===== src/rtl/core/rror_pkg.sv =====
`default_nettype none
// ---------------------------------------------------------------------------
// RIP-relative operand rewriter package
// Shared constants, status codes and the queue entry type.
// ---------------------------------------------------------------------------
package rror_pkg;

   // Default configuration of the top level.
   localparam int MAX_INSN_BYTES_DEF = 15;
   localparam int QUEUE_DEPTH_DEF    = 4;

   // Byte counter width covers the largest legal instruction length.
   localparam int COUNT_W = 4;

   // Result status codes.
   typedef logic [1:0] status_type;
   localparam status_type ST_OK     = 2'd0;
   localparam status_type ST_NORIP  = 2'd1;
   localparam status_type ST_LENGTH = 2'd2;

   // Encoding constants.
   localparam logic [7:0] BYTE_REX_B  = 8'h41;
   localparam logic [3:0] REX_HI      = 4'h4;
   localparam logic [7:0] REX_B_MASK  = 8'h01;
   localparam logic [7:0] ESC_0F      = 8'h0f;
   localparam logic [7:0] ESC_38      = 8'h38;
   localparam logic [7:0] ESC_3A      = 8'h3a;
   localparam logic [1:0] MOD_RIP     = 2'b00;
   localparam logic [1:0] MOD_DISP32  = 2'b10;
   localparam logic [2:0] RM_RIP      = 3'd5;
   localparam logic [2:0] RM_R14      = 3'd6;
   localparam logic [2:0] RM_R15      = 3'd7;
   localparam logic [7:0] ERROR_BYTE  = 8'h00;

   // One queue entry: a result byte, optionally preceded by an inserted REX.
   typedef struct packed {
      logic       ins_rex;
      logic [7:0] out_byte;
      logic       out_last;
      status_type status;
   } entry_type;

endpackage
`default_nettype wire


===== src/rtl/core/rror_req_if.sv =====
`default_nettype none
// ---------------------------------------------------------------------------
// Request channel interface
// Valid/ready channel carrying one original instruction byte per request.
// ---------------------------------------------------------------------------
interface rror_req_if;
   logic       valid;
   logic       ready;
   logic [7:0] in_byte;
   logic       in_last;
   logic       use_r14;

   modport source (output valid, output in_byte, output in_last, output use_r14,
                   input ready);
   modport sink   (input valid, input in_byte, input in_last, input use_r14,
                   output ready);
endinterface
`default_nettype wire


===== src/rtl/core/rror_rsp_if.sv =====
`default_nettype none
// ---------------------------------------------------------------------------
// Response channel interface
// Valid/ready channel carrying one rewritten byte and its status.
// ---------------------------------------------------------------------------
interface rror_rsp_if;
   logic       valid;
   logic       ready;
   logic [7:0] out_byte;
   logic       out_last;
   logic [1:0] status;

   modport source (output valid, output out_byte, output out_last, output status,
                   input ready);
   modport sink   (input valid, input out_byte, input out_last, input status,
                   output ready);
endinterface
`default_nettype wire


===== src/rtl/core/rror_front.sv =====
`default_nettype none
// ---------------------------------------------------------------------------
// RIP-relative rewriter front end
// Accepts instruction bytes, tracks the decode phase and builds queue entries.
// ---------------------------------------------------------------------------
module rror_front #(
   parameter int MAX_INSN_BYTES = rror_pkg::MAX_INSN_BYTES_DEF
) (
   input  wire                  clock,
   input  wire                  reset,
   rror_req_if.sink             req_chan,
   input  wire                  q_full,
   output logic                 push,
   output rror_pkg::entry_type  push_entry
);

   // Decode phase codes.
   localparam logic [2:0] PH_PREFIX = 3'd0;
   localparam logic [2:0] PH_OPC1   = 3'd1;
   localparam logic [2:0] PH_ESC    = 3'd2;
   localparam logic [2:0] PH_MAIN   = 3'd3;
   localparam logic [2:0] PH_MODRM  = 3'd4;
   localparam logic [2:0] PH_TAIL   = 3'd5;

   logic [2:0]                  phase_ff, phase_in;
   logic                        drop_ff, drop_in;
   logic [rror_pkg::COUNT_W-1:0] count_ff, count_in;
   logic                        accept;
   logic                        do_fail;
   logic                        do_start;
   rror_pkg::status_type        fail_st;

   // A request is taken whenever the queue has room.
   assign req_chan.ready = !q_full;
   assign accept         = req_chan.valid && req_chan.ready;

   // Phase machine and entry construction.
   always_comb begin
      phase_in   = phase_ff;
      drop_in    = drop_ff;
      count_in   = count_ff;
      push       = 1'b0;
      do_fail    = 1'b0;
      do_start   = 1'b0;
      fail_st    = rror_pkg::ST_OK;
      push_entry = '{ins_rex: 1'b0, out_byte: req_chan.in_byte, out_last: 1'b0,
                     status: rror_pkg::ST_OK};

      if (accept) begin
         if (drop_ff) begin
            // Skip the rest of a failed instruction.
            do_start = req_chan.in_last;
         end else if (count_ff >= rror_pkg::COUNT_W'(MAX_INSN_BYTES)) begin
            do_fail = 1'b1;
            fail_st = rror_pkg::ST_LENGTH;
         end else begin
            count_in = count_ff + 1'b1;
            if (req_chan.in_last && (phase_ff < PH_MODRM)) begin
               do_fail = 1'b1;
               fail_st = rror_pkg::ST_LENGTH;
            end else begin
               case (phase_ff)
                  PH_PREFIX: begin
                     push = 1'b1;
                     if (req_chan.in_byte inside {8'hf0, 8'hf2, 8'hf3, 8'h2e, 8'h36,
                                                  8'h3e, 8'h26, 8'h64, 8'h65,
                                                  8'h66, 8'h67}) begin
                        phase_in = PH_PREFIX;
                     end else if (req_chan.in_byte[7:4] == rror_pkg::REX_HI) begin
                        push_entry.out_byte = req_chan.in_byte | rror_pkg::REX_B_MASK;
                        phase_in = PH_OPC1;
                     end else begin
                        // No REX present: insert one ahead of the opcode.
                        push_entry.ins_rex = 1'b1;
                        phase_in = (req_chan.in_byte == rror_pkg::ESC_0F) ? PH_ESC
                                                                          : PH_MODRM;
                     end
                  end
                  PH_OPC1: begin
                     push     = 1'b1;
                     phase_in = (req_chan.in_byte == rror_pkg::ESC_0F) ? PH_ESC
                                                                       : PH_MODRM;
                  end
                  PH_ESC: begin
                     push     = 1'b1;
                     phase_in = ((req_chan.in_byte == rror_pkg::ESC_38) ||
                                 (req_chan.in_byte == rror_pkg::ESC_3A)) ? PH_MAIN
                                                                         : PH_MODRM;
                  end
                  PH_MAIN: begin
                     push     = 1'b1;
                     phase_in = PH_MODRM;
                  end
                  PH_MODRM: begin
                     if ((req_chan.in_byte[7:6] != rror_pkg::MOD_RIP) ||
                         (req_chan.in_byte[2:0] != rror_pkg::RM_RIP)) begin
                        do_fail = 1'b1;
                        fail_st = rror_pkg::ST_NORIP;
                     end else begin
                        push = 1'b1;
                        push_entry.out_byte = {rror_pkg::MOD_DISP32, req_chan.in_byte[5:3],
                                               req_chan.use_r14 ? rror_pkg::RM_R14
                                                                : rror_pkg::RM_R15};
                        push_entry.out_last = req_chan.in_last;
                        do_start = req_chan.in_last;
                        phase_in = PH_TAIL;
                     end
                  end
                  default: begin
                     push = 1'b1;
                     push_entry.out_last = req_chan.in_last;
                     do_start = req_chan.in_last;
                     phase_in = PH_TAIL;
                  end
               endcase
            end
         end

         // An error replaces the byte and ends the instruction's output.
         if (do_fail) begin
            push       = 1'b1;
            push_entry = '{ins_rex: 1'b0, out_byte: rror_pkg::ERROR_BYTE,
                           out_last: 1'b1, status: fail_st};
            if (req_chan.in_last) begin
               do_start = 1'b1;
            end else begin
               drop_in = 1'b1;
            end
         end

         if (do_start) begin
            phase_in = PH_PREFIX;
            drop_in  = 1'b0;
            count_in = '0;
         end
      end
   end

   // State registers.
   always_ff @(posedge clock) begin
      if (reset) begin
         phase_ff <= PH_PREFIX;
         drop_ff  <= 1'b0;
         count_ff <= '0;
      end else begin
         phase_ff <= phase_in;
         drop_ff  <= drop_in;
         count_ff <= count_in;
      end
   end

   // A new entry is only produced for an accepted request.
   assert property (@(posedge clock) disable iff (reset) push |-> accept)
      else $error("front pushed without an accepted request");

   // While dropping, nothing is queued.
   assert property (@(posedge clock) disable iff (reset) (accept && drop_ff) |-> !push)
      else $error("front queued a byte of a dropped instruction");

endmodule
`default_nettype wire


===== src/rtl/core/rror_queue.sv =====
`default_nettype none
// ---------------------------------------------------------------------------
// RIP-relative rewriter entry queue
// Small FIFO that decouples the front end from the response side.
// ---------------------------------------------------------------------------
module rror_queue #(
   parameter int DEPTH = rror_pkg::QUEUE_DEPTH_DEF
) (
   input  wire                  clock,
   input  wire                  reset,
   input  wire                  push,
   input  rror_pkg::entry_type  push_entry,
   input  wire                  pop,
   output logic                 full,
   output logic                 empty,
   output rror_pkg::entry_type  head
);

   localparam int PTR_W = (DEPTH > 1) ? $clog2(DEPTH) : 1;
   localparam int CNT_W = $clog2(DEPTH + 1);

   rror_pkg::entry_type mem_ff [DEPTH];
   logic [PTR_W-1:0]    wr_ptr_ff, wr_ptr_in;
   logic [PTR_W-1:0]    rd_ptr_ff, rd_ptr_in;
   logic [CNT_W-1:0]    count_ff, count_in;

   assign full  = (count_ff == CNT_W'(DEPTH));
   assign empty = (count_ff == '0);
   assign head  = mem_ff[rd_ptr_ff];

   // Pointer and occupancy updates.
   always_comb begin
      wr_ptr_in = wr_ptr_ff;
      rd_ptr_in = rd_ptr_ff;
      count_in  = count_ff;
      if (push) begin
         wr_ptr_in = (wr_ptr_ff == PTR_W'(DEPTH - 1)) ? '0 : wr_ptr_ff + 1'b1;
      end
      if (pop) begin
         rd_ptr_in = (rd_ptr_ff == PTR_W'(DEPTH - 1)) ? '0 : rd_ptr_ff + 1'b1;
      end
      if (push && !pop) begin
         count_in = count_ff + 1'b1;
      end else if (pop && !push) begin
         count_in = count_ff - 1'b1;
      end
   end

   always_ff @(posedge clock) begin
      if (reset) begin
         wr_ptr_ff <= '0;
         rd_ptr_ff <= '0;
         count_ff  <= '0;
      end else begin
         wr_ptr_ff <= wr_ptr_in;
         rd_ptr_ff <= rd_ptr_in;
         count_ff  <= count_in;
      end
   end

   // Entry storage needs no reset.
   always_ff @(posedge clock) begin
      if (push) begin
         mem_ff[wr_ptr_ff] <= push_entry;
      end
   end

   assert property (@(posedge clock) disable iff (reset) count_ff <= CNT_W'(DEPTH))
      else $error("queue occupancy beyond depth");

   assert property (@(posedge clock) disable iff (reset) push |-> (!full || pop))
      else $error("push into a full queue");

   assert property (@(posedge clock) disable iff (reset) pop |-> !empty)
      else $error("pop from an empty queue");

endmodule
`default_nettype wire


===== src/rtl/core/rror_back.sv =====
`default_nettype none
// ---------------------------------------------------------------------------
// RIP-relative rewriter back end
// Drains queue entries onto the response channel, expanding REX inserts.
// ---------------------------------------------------------------------------
module rror_back (
   input  wire                  clock,
   input  wire                  reset,
   input  rror_pkg::entry_type  head,
   input  wire                  q_empty,
   output logic                 pop,
   rror_rsp_if.source           rsp_chan
);

   logic sub_ff, sub_in;
   logic rex_slot;
   logic rsp_accept;

   // The inserted REX goes out first, then the entry's own byte.
   assign rex_slot   = head.ins_rex && !sub_ff;
   assign rsp_accept = rsp_chan.valid && rsp_chan.ready;

   assign rsp_chan.valid    = !q_empty;
   assign rsp_chan.out_byte = rex_slot ? rror_pkg::BYTE_REX_B : head.out_byte;
   assign rsp_chan.out_last = rex_slot ? 1'b0 : head.out_last;
   assign rsp_chan.status   = rex_slot ? rror_pkg::ST_OK : head.status;

   assign pop = rsp_accept && !rex_slot;

   // Track whether the inserted REX of the head entry was already sent.
   always_comb begin
      sub_in = sub_ff;
      if (rsp_accept) begin
         sub_in = rex_slot;
      end
   end

   always_ff @(posedge clock) begin
      if (reset) begin
         sub_ff <= 1'b0;
      end else begin
         sub_ff <= sub_in;
      end
   end

   assert property (@(posedge clock) disable iff (reset) sub_ff |-> (rsp_chan.valid && head.ins_rex))
      else $error("second half of a REX insert without its entry");

endmodule
`default_nettype wire


===== src/rtl/core/rip_relative_operand_rewriter.sv =====
`default_nettype none
// ---------------------------------------------------------------------------
// RIP-relative operand rewriter
// Rewrites RIP-relative x86-64 instructions to r14/r15-based addressing.
// ---------------------------------------------------------------------------
//
//   Channel   Dir   Handshake     Payload
//   req_chan  in    valid/ready   in_byte[7:0], in_last, use_r14
//   rsp_chan  out   valid/ready   out_byte[7:0], out_last, status[1:0]
//
// One request is taken per cycle while the entry queue has room.
// A request that needs an inserted REX yields two responses.
// Each result is registered in the entry queue before it is offered as a response.
// Reset is synchronous and clears the decode phase and the queue pointers.
// A stalled response side fills the queue, after which ready drops.
// ---------------------------------------------------------------------------
module rip_relative_operand_rewriter #(
   parameter int MAX_INSN_BYTES = rror_pkg::MAX_INSN_BYTES_DEF,
   parameter int QUEUE_DEPTH    = rror_pkg::QUEUE_DEPTH_DEF
) (
   input  wire         clock,
   input  wire         reset,
   rror_req_if.sink    req_chan,
   rror_rsp_if.source  rsp_chan
);

   logic                push;
   logic                pop;
   logic                q_full;
   logic                q_empty;
   rror_pkg::entry_type push_entry;
   rror_pkg::entry_type head;

   // Front end: classify bytes and queue results.
   rror_front #(
      .MAX_INSN_BYTES (MAX_INSN_BYTES)
   ) u_front (
      .clock      (clock),
      .reset      (reset),
      .req_chan   (req_chan),
      .q_full     (q_full),
      .push       (push),
      .push_entry (push_entry)
   );

   // Queue between the two halves.
   rror_queue #(
      .DEPTH (QUEUE_DEPTH)
   ) u_queue (
      .clock      (clock),
      .reset      (reset),
      .push       (push),
      .push_entry (push_entry),
      .pop        (pop),
      .full       (q_full),
      .empty      (q_empty),
      .head       (head)
   );

   // Back end: drive responses.
   rror_back u_back (
      .clock    (clock),
      .reset    (reset),
      .head     (head),
      .q_empty  (q_empty),
      .pop      (pop),
      .rsp_chan (rsp_chan)
   );

endmodule
`default_nettype wire

===== src/flat_wrapper.sv =====
// flat-port wrapper written by rule: the top's interface ports become plain ports
module rip_relative_operand_rewriter_flat 
#(
   parameter int MAX_INSN_BYTES = rror_pkg::MAX_INSN_BYTES_DEF,
   parameter int QUEUE_DEPTH    = rror_pkg::QUEUE_DEPTH_DEF
)
  (clock, reset, req_chan_valid, req_chan_in_byte, req_chan_in_last, req_chan_use_r14, req_chan_ready, rsp_chan_valid, rsp_chan_out_byte, rsp_chan_out_last, rsp_chan_status, rsp_chan_ready);
  rror_req_if req_chan_i ();
  rror_rsp_if rsp_chan_i ();
  input  wire clock;
  input  wire reset;
  input wire logic [$bits(req_chan_i.valid)-1:0] req_chan_valid;
  input wire logic [$bits(req_chan_i.in_byte)-1:0] req_chan_in_byte;
  input wire logic [$bits(req_chan_i.in_last)-1:0] req_chan_in_last;
  input wire logic [$bits(req_chan_i.use_r14)-1:0] req_chan_use_r14;
  output wire logic [$bits(req_chan_i.ready)-1:0] req_chan_ready;
  output wire logic [$bits(rsp_chan_i.valid)-1:0] rsp_chan_valid;
  output wire logic [$bits(rsp_chan_i.out_byte)-1:0] rsp_chan_out_byte;
  output wire logic [$bits(rsp_chan_i.out_last)-1:0] rsp_chan_out_last;
  output wire logic [$bits(rsp_chan_i.status)-1:0] rsp_chan_status;
  input wire logic [$bits(rsp_chan_i.ready)-1:0] rsp_chan_ready;
  assign req_chan_i.valid = req_chan_valid;
  assign req_chan_i.in_byte = req_chan_in_byte;
  assign req_chan_i.in_last = req_chan_in_last;
  assign req_chan_i.use_r14 = req_chan_use_r14;
  assign req_chan_ready = req_chan_i.ready;
  assign rsp_chan_valid = rsp_chan_i.valid;
  assign rsp_chan_out_byte = rsp_chan_i.out_byte;
  assign rsp_chan_out_last = rsp_chan_i.out_last;
  assign rsp_chan_status = rsp_chan_i.status;
  assign rsp_chan_i.ready = rsp_chan_ready;
  rip_relative_operand_rewriter #(.MAX_INSN_BYTES(MAX_INSN_BYTES), .QUEUE_DEPTH(QUEUE_DEPTH)) u_core (.clock(clock), .reset(reset), .req_chan(req_chan_i), .rsp_chan(rsp_chan_i));
endmodule

===== config.mk =====
export PLATFORM = sky130hd
export DESIGN_NAME = rip_relative_operand_rewriter_flat
export DESIGN_NICKNAME = d
export VERILOG_FILES = /design/src/rtl/core/rror_pkg.sv /design/src/rtl/core/rror_req_if.sv /design/src/rtl/core/rror_rsp_if.sv /design/src/rtl/core/rror_front.sv /design/src/rtl/core/rror_queue.sv /design/src/rtl/core/rror_back.sv /design/src/rtl/core/rip_relative_operand_rewriter.sv /design/src/flat_wrapper.sv
export SDC_FILE = /design/constraint.sdc
export NUM_CORES = 1
export LEC_CHECK = 0
export CAP_MARGIN = 40
export CELL_PAD_IN_SITES_DETAIL_PLACEMENT = 0
export CELL_PAD_IN_SITES_GLOBAL_PLACEMENT = 1
export CORE_AREA = 4 4 106 108
export DETAILED_ROUTE_END_ITERATION = 6
export DIE_AREA = 0 0 110 112
export DONT_BUFFER_PORTS = 1
export GPL_TIMING_DRIVEN = 0
export PLACE_DENSITY = 0.55
export SYNTH_ARGS = -nofsm -noshare
export SYNTH_HDL_FRONTEND = slang
export SYNTH_SLANG_ARGS = --single-unit

===== constraint.sdc =====
create_clock -name clock -period 2.5 [get_ports clock]
set_input_delay 0.25 -clock clock [delete_from_list [all_inputs] [get_ports clock]]
set_output_delay 0.25 -clock clock [all_outputs]
set_load 0.05 [all_outputs]

==> flow_summary.json <==
{
  "clk_latency_ps": 340,
  "initial_core_util_pct": 29.75,
  "synth_top_cell_area_share_pct": 47.35,
  "synth.area.top_cells": "edfxtp_1 (47%), dfxtp_1 (12%), mux4_2 (8.9%)",
  "setup_tns_ps": 0,
  "globalplace.congestion": 0.7236,
  "cp_max_fo": 10,
  "status": "finished clean",
  "powerDensity_nw_per_um2": 987.4,
  "num-nets-final": 272,
  "end_kind": "output port",
  "synth_top_cells_by_count": "edfxtp_1 (48), nor2b_1 (19), dfxtp_1 (18)",
  "pre_cts_slack_ps": 73.21,
  "clk_pin_slew_worst_paths_ps": 80,
  "cts_sinks": 66,
  "setup_viol": 0,
  "ys_seq_elements": 66,
  "hold_depth": 2,
  "groute.usage.overall_pct": 11.07,
  "yosys_warnings": 0,
  "total_power_mw": 3.459,
  "cts_tree": "done",
  "r2r-end": "u_core.u_queue.count_ff[2]",
  "r2r_start": "u_core.u_front.drop_ff",
  "grt_pass1_wl_mm": 10.21,
  "drv_cap": 0,
  "ir_worst_vdd_uv": 347.3,
  "ys_types": 48,
  "grt-ovfl-total": 0,
  "utilization_pct": 34.24,
  "cp.required_ps": 2250,
  "core_um2": 10230,
  "yosysMostFrequentCell": "edfxtp_1",
  "die-area_um2": 12320,
  "avgSynthCellArea_um2": 13.24,
  "min-delay-start": "reset",
  "synthToLayoutAreaGrowth_pct": 15.08,
  "yosysSeqAreaShare_pct": 59.19,
  "detail_route.wl_per_cell_um": 15.73,
  "fmax_mhz": 435.8,
  "synthesis.area_um2": 3044,
  "ioPinCount": 27,
  "insertedDiodeCount": 0,
  "numCtsBuffers": 9,
  "synth_area_leader_cell": "edfxtp_1",
  "worstSetupPathType": "register to output port",
  "ant_nets": 0,
  "start_kind": "register",
  "rows": 37,
  "p_leak_nw": 1.214,
  "synth_cells": 230,
  "finalHoldViolations": 0,
  "syn-num-nets": 252,
  "vias": 1841,
  "synth_ff_type": "edfxtp_1",
  "grt_pass1_vias": 1860,
  "antenna_found_initial": 0,
  "root_buffer": "clkbuf_8",
  "r2r_cells": 9,
  "worstMarginPinSlew_ps": 706.1,
  "die_y_um": 112,
  "route.detailed.drc": 0,
  "die_w_um": 110,
  "period_share_pct": 91.79,
  "synth_edf_count": 48,
  "r2r_slack_ps": 220,
  "fin_crit_ps": 2295,
  "cts_hold_buf": 0,
  "slew_headroom_pct": 52.50,
  "rsz0062_at_grt": "no",
  "firstDrtPassIters": 4,
  "finalMaxSlewViolations": 0,
  "min_to": "u_core.u_front.drop_ff",
  "grt_max_degree": 14,
  "drive_above_1_share_pct": 20.00,
  "clk_path_buf_depth": 2,
  "wl_mm": 6.150,
  "fillers": 993,
  "fin_ws_ps": 205.2,
  "drt-vias-per-instance": 4.708,
  "drtIter0Drc": 137,
  "critPathArrivalTime_ps": 2040,
  "hold_path.class": "primary input to register",
  "hpwl_mm": 4.315,
  "worst_clock_skew_ps": 9.667,
  "postSynth.asyncResetShare_pct": 0,
  "cts_htree_levels": 3,
  "numPortBuffers": 0
}
## power by group
part | switching, mW | internal, mW
Sequential | 0.0696 | 1.34
Clock | 0.427 | 0.467
Combinational | 0.748 | 0.411
## worst max-delay path, stage by stage (launching register included)
cell and delay, ps:
dfxtp_1 380, clkbuf_1 530, mux4_2 390, or2_1 410
## how the worst max path moves through the flow
| stage | from | to | slack, ps | cells past startpoint |
|---|---|---|---|---|
| 2_1_floorplan | register | u_core.u_queue.count_ff[2] | 300 | 9 |
| 3_3_place_gp | register | u_core.u_queue.count_ff[2] | 100 | 9 |
| 3_5_place_dp | register | u_core.u_queue.count_ff[2] | 70 | 9 |
| 4_1_cts | register | u_core.u_queue.count_ff[2] | 50 | 9 |
| 5_1_grt | u_core.u_front.drop_ff | u_core.u_queue.count_ff[2] | 10 | 9 |
| 6_report | register | rsp_chan_out_byte[6] | 210 | 3 |
## cell families after synthesis
kind of cell,Yosys count,share of synthesized area [%]
mux,14,9.536
buf+inv,16,2.507
simple gates,90,17.06
compound gates,33,7.317
xor+xnor,3,0.8633
fa+ha+maj,8,3.535
flops,66,59.19
## cell type report
cell class | instances | area, um2 | share of cell area (%)
clock buffers | 9 | 123.9 | 3.536
repair buffers | 9 | 67.56 | 1.929
well taps | 136 | 170.2 | 4.857
flip-flops and latches | 66 | 1803 | 51.46
inverters | 11 | 41.29 | 1.179
plain buffers | 5 | 35.03 | 1.000
multi-input cells | 148 | 1185 | 33.82
clock inverters | 7 | 77.57 | 2.214
## repair_timing
action	in CTS	in global routing
resized for setup	0	6
setup endpoints to repair	0	2
buffers inserted	0	0
## cell usage in the layout (no fill, tap or decap), types with 2 or more instances in the layout
cell / synthesis / layout
mux4_2: 12 / 12
nor2_1: 15 / 15
ha_1: 7 / 7
nor2b_1: 19 / 19
clkbuf_1: 2 / 2
or3_1: 5 / 5
a21oi_1: 14 / 13
edfxtp_1: 48 / 48
xor2_1: 3 / 3
dfxtp_1: 18 / 17
and3_1: 5 / 5
o21ai_0: 3 / 3
buf_4: 0 / 9
nand3_1: 7 / 7
a31oi_1: 2 / 2
mux2i_1: 2 / 2
nor3b_1: 2 / 2
inv_1: 11 / 10
nand4_1: 8 / 8
nand2b_1: 2 / 2
nand2_1: 10 / 10
nor3_1: 3 / 3
buf_6: 2 / 2
clkinv_4: 0 / 3
o31ai_1: 3 / 2
or2_1: 2 / 2
clkbuf_8: 0 / 9
nor4b_1: 2 / 2
## state kept, by name, indices dropped and copies added, names as in the netlist, named ones only
name,cells
u_core.u_front.drop_ff,1
u_core.u_front.phase_ff,3
u_core.u_back.sub_ff,1
u_core.u_queue.wr_ptr_ff,2
u_core.u_queue.mem_ff,48
u_core.u_queue.count_ff,3
u_core.u_front.count_ff,4
u_core.u_queue.rd_ptr_ff,2
## per-stage QoR
stage	hold slack [ps]	cell area, um2	std cells
5_1_grt	52.59	3503	391
2_1_floorplan	405.2	3044	230
4_1_cts	39.77	3483	391
3_5_place_dp	419.4	3282	375
6_report	63.49	3503	391
3_3_place_gp	416.7	3214	366
## metal layers
metal	up-vias	GRT usage (%)	share of wire, %
met4	0	4.988	1.9
met1	885	15.16	48
met3	7	3.710	5.2
li1	915	-	-
met5	-	0	0
met2	34	15.74	45
No activity file was read; power rests on OpenSTA's default activity.
